==> config.mk <==
export PLATFORM = sky130hd
export DESIGN_NAME = fifo_with_remove_at_index
export DESIGN_NICKNAME = d
export VERILOG_FILES = /design/src/sv/fwr_pkg.sv /design/src/sv/fifo_with_remove_at_index.sv
export SDC_FILE = /design/constraint.sdc
export NUM_CORES = 1
export LEC_CHECK = 0
export BUFFER_PORTS_ARGS = -buffer_cell sky130_fd_sc_hd__buf_2
export CAP_MARGIN = 25
export CORE_UTILIZATION = 62
export DETAILED_ROUTE_END_ITERATION = 16
export GPL_TIMING_DRIVEN = 1
export PLACE_DENSITY = 0.88
export SYNTH_ARGS = -nofsm -noshare
export SYNTH_HDL_FRONTEND = slang
export SYNTH_SLANG_ARGS = --single-unit
==> constraint.sdc <==
create_clock -name aclk -period 5.4 [get_ports aclk]
set_input_delay 1.08 -clock aclk [delete_from_list [all_inputs] [get_ports aclk]]
set_output_delay 1.08 -clock aclk [all_outputs]
set_load 0.01 [all_outputs]
==> src/sv/fwr_pkg.sv <==
// ----------------------------------------------------------------------------
// fwr_pkg
// shared types and constants of the fifo with removal at an index
// ----------------------------------------------------------------------------
package fwr_pkg;

    localparam int DEPTH_DEF      = 16;
    localparam int ELEM_WIDTH_DEF = 32;

    localparam int OP_W    = 2;
    localparam int VALUE_W = 32;
    localparam int POS_W   = 4;

    localparam logic [OP_W-1:0] OP_ENQUEUE = 2'd0;
    localparam logic [OP_W-1:0] OP_DEQUEUE = 2'd1;
    localparam logic [OP_W-1:0] OP_DISCARD = 2'd2;

    typedef enum logic [1:0] {
        ST_OK    = 2'd0,
        ST_FULL  = 2'd1,
        ST_EMPTY = 2'd2,
        ST_RANGE = 2'd3
    } status_t;

endpackage

==> src/sv/fifo_with_remove_at_index.sv <==
// ----------------------------------------------------------------------------
// fifo_with_remove_at_index
// bounded fifo of signed elements with enqueue, dequeue and discard at index
// ----------------------------------------------------------------------------
// the input channel (s_) carries one request: enqueue s_value at the tail,
// dequeue the head, or discard the element at s_position counted from the
// head; later elements shift down to close the gap. op code 3 is a no-op.
// every request returns one result on the m_ channel: the head element after
// the request (zero when empty), the count, an empty flag and a status.
// refused requests (full, empty, position not below count) change nothing.
// the elements live in a shifting register line, slot zero is the head; a
// request is applied in the cycle it is accepted and its result appears in
// the output register on the next cycle, and one request can be taken every
// cycle while the receiver does not stall.
// s_ready is high while the output register is empty or being drained, so a
// stalled receiver stops new requests after one pending result.
// reset (aresetn low, synchronous) empties the queue and drops any pending
// result; element slots are not cleared.
// ----------------------------------------------------------------------------
module fifo_with_remove_at_index #(
    parameter int DEPTH      = fwr_pkg::DEPTH_DEF,
    parameter int ELEM_WIDTH = fwr_pkg::ELEM_WIDTH_DEF
) (
    input  logic                                 aclk,
    input  logic                                 aresetn,
    input  logic                                 s_valid,
    output logic                                 s_ready,
    input  logic [fwr_pkg::OP_W-1:0]             s_op,
    input  logic signed [fwr_pkg::VALUE_W-1:0]   s_value,
    input  logic [fwr_pkg::POS_W-1:0]            s_position,
    output logic                                 m_valid,
    input  logic                                 m_ready,
    output logic signed [fwr_pkg::VALUE_W-1:0]   m_head_value,
    output logic [$clog2(DEPTH+1)-1:0]           m_count,
    output logic                                 m_is_empty,
    output fwr_pkg::status_t                     m_status
);
    import fwr_pkg::*;

    localparam int CNT_W = $clog2(DEPTH + 1);
    localparam int CMP_W = (CNT_W > POS_W) ? CNT_W : POS_W;

    logic [ELEM_WIDTH-1:0]  entries_reg [DEPTH];
    logic [ELEM_WIDTH-1:0]  entries_next [DEPTH];
    logic [CNT_W-1:0]       occupancy_reg;
    logic [CNT_W-1:0]       occupancy_next;

    logic                      out_valid_reg;
    logic signed [VALUE_W-1:0] head_reg;
    logic signed [VALUE_W-1:0] head_next;
    logic [CNT_W-1:0]          count_reg;
    logic                      empty_reg;
    status_t                   status_reg;
    status_t                   status_next;

    logic                   accept;
    logic                   is_full;
    logic                   is_zero;
    logic [CMP_W-1:0]       pos_ext;
    logic [CMP_W-1:0]       occ_ext;
    logic                   do_enq;
    logic                   do_remove;
    logic signed [63:0]     value_ext;
    logic [ELEM_WIDTH-1:0]  elem_in;
    logic signed [63:0]     head_ext;

    assign s_ready = !out_valid_reg || m_ready;
    assign accept  = s_valid && s_ready;

    assign is_full   = (occupancy_reg == CNT_W'(DEPTH));
    assign is_zero   = (occupancy_reg == '0);
    assign pos_ext   = CMP_W'(s_position);
    assign occ_ext   = CMP_W'(occupancy_reg);
    assign value_ext = 64'(s_value);
    assign elem_in   = value_ext[ELEM_WIDTH-1:0];

    // decode and status
    always_comb begin
        do_enq      = 1'b0;
        do_remove   = 1'b0;
        status_next = ST_OK;
        case (s_op)
            OP_ENQUEUE: begin
                if (is_full) begin
                    status_next = ST_FULL;
                end else begin
                    do_enq = 1'b1;
                end
            end
            OP_DEQUEUE: begin
                if (is_zero) begin
                    status_next = ST_EMPTY;
                end else begin
                    do_remove = 1'b1;
                end
            end
            OP_DISCARD: begin
                if (is_zero) begin
                    status_next = ST_EMPTY;
                end else if (pos_ext >= occ_ext) begin
                    status_next = ST_RANGE;
                end else begin
                    do_remove = 1'b1;
                end
            end
            default: begin
                status_next = ST_OK;
            end
        endcase
    end

    // next contents of the shift line
    always_comb begin
        logic [CMP_W-1:0] rm_pos;
        rm_pos = (s_op == OP_DEQUEUE) ? '0 : pos_ext;
        for (int i = 0; i < DEPTH; i++) begin
            entries_next[i] = entries_reg[i];
            if (do_remove && (CMP_W'(i) >= rm_pos) && (i < DEPTH - 1)) begin
                entries_next[i] = entries_reg[(i + 1) % DEPTH];
            end else if (do_enq && (occupancy_reg == CNT_W'(i))) begin
                entries_next[i] = elem_in;
            end
        end
    end

    always_comb begin
        occupancy_next = occupancy_reg;
        if (do_enq) begin
            occupancy_next = occupancy_reg + 1'b1;
        end else if (do_remove) begin
            occupancy_next = occupancy_reg - 1'b1;
        end
    end

    assign head_ext  = 64'(signed'(entries_next[0]));
    assign head_next = (occupancy_next == '0) ? '0 : head_ext[VALUE_W-1:0];

    always_ff @(posedge aclk) begin
        if (accept) begin
            for (int i = 0; i < DEPTH; i++) begin
                entries_reg[i] <= entries_next[i];
            end
            head_reg   <= head_next;
            count_reg  <= occupancy_next;
            empty_reg  <= (occupancy_next == '0);
            status_reg <= status_next;
        end
    end

    always_ff @(posedge aclk) begin
        if (!aresetn) begin
            occupancy_reg <= '0;
            out_valid_reg <= 1'b0;
        end else begin
            if (accept) begin
                occupancy_reg <= occupancy_next;
            end
            if (accept) begin
                out_valid_reg <= 1'b1;
            end else if (m_ready) begin
                out_valid_reg <= 1'b0;
            end
        end
    end

    assign m_valid      = out_valid_reg;
    assign m_head_value = head_reg;
    assign m_count      = count_reg;
    assign m_is_empty   = empty_reg;
    assign m_status     = status_reg;

endmodule

=== Yosys cells after proc, flatten, opt, wreduce, memory -nomap -nowiden ===
Memories as Yosys holds them, arrays and structs flattened.
Index checks and enable logic that the tools add are counted.

* Add/subtract/negate cells: 2
* $lt $le $gt $ge: 16
* Equal/unequal tests: 18
* Mux-type cells: 49
* Reduce and logical (&&, ||, !) cells: 38

{| class="wikitable"
|+ Operators by type and width
! kind !! count
|-
| 32-bit 2-to-1 mux || 31
|-
| 5-bit by 4-bit equality test with 1-bit output (second input constant) || 8
|-
| 1-bit logical AND || 32
|-
| 4-bit greater-or-equal comparator (first input constant) || 7
|-
| 5-bit by 3-bit equality test with 1-bit output (second input constant) || 4
|-
| 3-bit by 4-bit greater-or-equal comparator with 1-bit output (first input constant) || 4
|-
| 5-bit by 2-bit equality test with 1-bit output (second input constant) || 2
|-
| 5-bit logical NOT || 2
|-
| 1-bit 2-to-1 mux || 10
|-
| 5-bit 2-to-1 mux || 2
|-
| 1-bit by 4-bit greater-or-equal comparator with 1-bit output (first input constant) || 2
|-
| 2-bit by 4-bit greater-or-equal comparator with 1-bit output (first input constant) || 2
|-
| 2-bit 2-to-1 mux || 3
|-
| 2-bit case mux with 3 select lines || 1
|-
| 5-bit by 1-bit adder with 5-bit output (second input constant) || 1
|-
| 5-bit by 1-bit equality test with 1-bit output (second input constant) || 1
|-
| 5-bit equality test (second input constant) || 1
|-
| 4-bit by 5-bit greater-or-equal comparator with 1-bit output || 1
|-
| 5-bit by 1-bit subtractor with 5-bit output (second input constant) || 1
|-
| 4-bit 2-to-1 mux || 1
|-
| 2-bit by 1-bit equality test with 1-bit output (second input constant) || 1
|-
| 2-bit equality test (second input constant) || 1
|-
| 2-bit logical NOT || 1
|-
| 1-bit case mux with 2 select lines || 1
|-
| 3 further kinds || 3
|}

* Register bits after elaboration: 46
* RAM bits: 512
* Bits of input ports: 42
* Output and inout bits: 42
* Logic and storage cells: 130
* Memories: 1

{| class="wikitable"
|+ Memory list
! memory !! depth !! width !! rd ports !! clocked after Yosys merged registers in !! wr ports !! RTL line !! source
|-
| entries_reg || 16 || 32 || 16 || 0 || 16 || fifo_with_remove_at_index.sv:43 || <nowiki>logic [ELEM_WIDTH-1:0] entries_reg [DEPTH];</nowiki>
|}

=== Logic depth before layout (Yosys ltp) ===
* Depth after elaboration: 7
* Gate-level depth with buffers: 12
* Depth with buffers taken out: 8

=== Worst setup path before layout ===
Ideal clock, no wire load.

* Path type: in2reg
* From: input port s_position[2] (netlist bit)
* To: memory entries_reg[0][100] (netlist bit) (enable)
* Library setup time: 0.432 ns
* Arrival time: 4.107 ns
* Data required time: 4.968 ns
* Setup slack: 0.861 ns
* Cell stages on the path: 9
* Buffers on the path: 2
* Cells stage by stage: ha_1 -> a21oi_1 -> o21ai_1 -> a211o_1 -> buf_4 -> nor2_4 -> o21ai_1 -> buf_2 -> a21oi_1

{| class="wikitable"
|+ RTL lines
! item !! RTL line !! source
|-
| start: declaration || fifo_with_remove_at_index.sv:30 || <nowiki>input logic [fwr_pkg::POS_W-1:0] s_position,</nowiki>
|-
| end: declaration || fifo_with_remove_at_index.sv:43 ||
|}

==> reports/results.txt <==
The run finished with clean final reports. 0 antenna diodes ended up in the layout. At the pin with the least slew margin, the transition time is 1020 ps. The time the worst path needs with I/O delays and setup is 3977 ps, and the net count after synthesis is 1517.

Largest delay contributor family on the critical path: buffers and inverters. The hold violation total from the final report was 0. The signal on the critical path passes through inv_1 > ha_1 > a21oi_1 > o21ai_1 > a211o_1 > buf_4 > nor3_4 > buf_4 > a31oi_1 > nor2_4 > buf_4. For the number of optimization iterations in the first detailed-route pass, the log shows 4.

The endpoint of the most critical register-to-register path was entries_reg[1][137]. Clock-pin slew was measured on the worst setup and hold paths at 60 ps. Summing all flip-flop and latch instances after layout gives 16700 µm². Number of antenna violations at the first check in global routing: 0. Once the floorplan was initialized, standard cells occupied 63.38% of the core. The tools report the number of global-route vias before repair as 13610. Dividing the detail-routed wire length by the instance count gives 24.34 µm. The synthesized netlist contains 52 unique library cells.

In this run the horizontal extent of the chip is 201.7 µm. The slack of the worst reg-to-reg path was 1420 ps; the worst slew slack as a fraction of its limit was 31.86%. For the quantity of gates resized following cts, the log shows 0. The met1 demand-to-capacity share in global routing was 33.16%; the DRC violations left was 0. The most frequent standard cell in the layout excluding fill and tap cells was sky130_fd_sc_hd__edfxtp_1. Category of the critical setup timing path: register to register.

The maximum cell stage delay along the critical path was 620 ps. Type of element capturing the critical path: a register. The most congested layer reported by global routing was met2. The tools report the met2 routing resource usage after global routing as 45.05%. The relative area change from synthesis to final layout is 10.95%. The mapped netlist covers 24720 µm². For the worst-skew pair, the clock arrives at the later sink with an insertion delay of 600 ps.

In the finished design, the share of the clock period the worst path needs comes to 73.65%. Power spread over the standard cell area amounts to 343.9 nW/µm². The worst hold path was traced through 2 stages. The placement row count was 72. The tools report the number of buffers inserted to repair setup after CTS as 0. The detailed router placed 13070 vias in this run. The total of max-cap violations was 0; the maximum number of pins on one net before global-route repair was 34. The tools report the multi-input gate area in the final layout as 7286 µm². After the first detailed-routing iteration, the DRC count stood at 1037. The run gives 25.65% as the total track usage.

The H-tree was split into 2 levels. Detailed placement ended at an HPWL of 31250 µm. Routability-driven placement finished with a final weighted congestion of 0.8428.

The worst-case IR drop observed on VDD is 0.2635 mV. The hold-fix buffer count after cts is 0, and the clock skew after layout is 22.03 ps. The fraction of layout cells with a size suffix above 1 is 43.36%.

Average instance area after synthesis: 16.92 µm². The tightest min-delay check is of the register to register type. In this run, synthesis inferred 552 flip-flops with an integrated enable.

The worst flop-to-flop path startpoint is occ_ext[2]. The tools report the wire length of the first global-routing pass as 79090 µm. The setup slack of the critical path after layout is 1423 ps.

For this run, the post-layout net count is 1603. For the residual antenna-violating net count after detailed routing, the log shows 0. The register with the most flip-flops in the layout has 512 of them. After synthesis, the share of flip-flops with an asynchronous set or reset is 0%. Setup repair after global routing left no endpoint under its margin. The largest fanout on the critical path came out at 33. The arrival time of the worst setup path is 4230 ps. The startpoint identified for the worst hold timing path is m_valid. The maximum count of clock buffers along a single path is 3, and the number of clock sinks seen by CTS is 558. The tree is rooted in a sky130_fd_sc_hd__clkbuf_16.

The die is 201.7 µm tall. The terminating pin of the worst hold path was m_valid. For the area of the placeable core, the log shows 39010 µm². Setup violations remaining at the end of the flow were counted as 0. The die outline area is 40670 µm². In the layout the commonest cells are sky130_fd_sc_hd__edfxtp_1 (552), sky130_fd_sc_hd__mux2_2 (447), sky130_fd_sc_hd__buf_2 (83).

For the count of final max-slew check failures, the log shows 0. Buffers placed on the I/O ports in this run total 83. The count of fill cells added during filler insertion came out at 2400. Most used flip-flop cell after synthesis: sky130_fd_sc_hd__edfxtp_1. The run gives 5650 ps as the worst path required time. The slowest cell on the critical path was sky130_fd_sc_hd__dfxtp_1. Summed over all cells, the static leakage comes to 0.009317 µW. The total CTS buffers came out at 54. Cell occurring most often along the worst timing path: sky130_fd_sc_hd__buf_4.

The maximum frequency from static timing analysis came out at 0.2514 GHz. For this run, the register share of the synthesized area comes to 67.54%. For this block, the routed nets add up to 51110 µm of wire. The number of vias per cell after detailed routing is 6.222. The sum of overflow across all layers after global routing came out at 0. Global routing used 3.256% of the available met3 tracks. Synthesis produced a netlist whose cell count is 1461.

For this run, the number of Yosys warnings is 0. The count of pins on the block boundary is 84. The minimum setup slack after placement is 952.4 ps. The worst setup path is launched from a register. TritonCTS built the clock tree. The flop and latch count out of synthesis was 558; the number of cells traversed by the worst register-to-register path was 11. For the final routed database, the setup TNS stands at 0 ps. The number of buffers and inverters on the critical path is 4.
area by class of cell:
type / instances / share of cell area (%)
Clock buffer: 67 / 5.182
Clock inverter: 24 / 0.7938
Inverter: 81 / 1.113
Multi-Input combinational cell: 720 / 26.56
Sequential cell: 558 / 60.87
Tap cell: 518 / 2.363
Timing Repair Buffer: 132 / 3.111
tightest hold or removal path: cells and delay by family (launching register included):
kind             cells  cell delay (ps)
flip-flops           1              310
AND/OR/NAND/NOR      1              100
AO/OA/AOI/OAI        1               70
report_power, final:
| group | switching [µW] | internal, µW | leakage, µW |
|---|---|---|---|
| Combinational | 523 | 382 | 0.00343 |
| Sequential | 37.5 | 4940 | 0.00508 |
| Clock | 1550 | 2000 | 0.000802 |
synthesized netlist by cell type, drive strengths merged, types with 3 or more instances:
cell | number | area (µm²)
nor3 | 11 | 150.1
nand2 | 16 | 60.06
a211oi | 3 | 27.52
o21ai | 12 | 60.05
ha | 14 | 175.2
nand3 | 13 | 65.06
buf | 64 | 455.4
nor2 | 30 | 138.9
a31oi | 36 | 225.2
clkbuf | 38 | 142.6
o21a | 3 | 22.52
dfxtp | 6 | 120.1
mux2 | 480 | 5405
a21oi | 29 | 148.9
inv | 80 | 300.3
mux2i | 32 | 320.3
and3 | 8 | 50.05
edfxtp | 552 | 16580
or3 | 5 | 31.28
nand2b | 7 | 43.79
cell families after synthesis:
group / share of synthesized area [%]
compound gates: 2.445
xor+xnor: 0.03544
fa+ha+maj: 0.7086
buf+inv: 3.649
flops: 67.54
mux: 23.16
simple gates: 2.465
how the worst max path moves through the flow:
stage / from / to / slack [ps] / cells past startpoint
global placement: s_op[1] / entries_reg[0][97] / 1050 / 9
finish: occ_ext[2] / entries_reg[1][137] / 1420 / 11
global route: occ_ext[2] / entries_reg[1][131] / 1280 / 11
floorplan: s_position[2] / entries_reg[0][100] / 860 / 9
detailed placement: s_op[1] / entries_reg[1][133] / 950 / 11
CTS: occ_ext[2] / entries_reg[1][137] / 1470 / 11
through the flow:
step	power, µW	cells	cell area, µm²	utilization, %	hold slack [ps]
2_1_floorplan	5683	1461	24720	-	508.3
3_3_place_gp	5913	2008	25760	66.04	502.9
3_5_place_dp	5958	2009	25790	66.11	518.3
4_1_cts	9483	2100	27430	70.31	530.6
5_1_grt	9726	2100	27430	70.31	547.0
6_report	9434	2100	27430	70.31	528.3
per-layer routing:
metal / vias up / routed length (µm)
met5: - / 0
met1: 6741 / 20400
met3: 93 / 2743
li1: 5765 / -
met4: 0 / 1328
met2: 468 / 26640
Power figures use the tool's default switching activity.
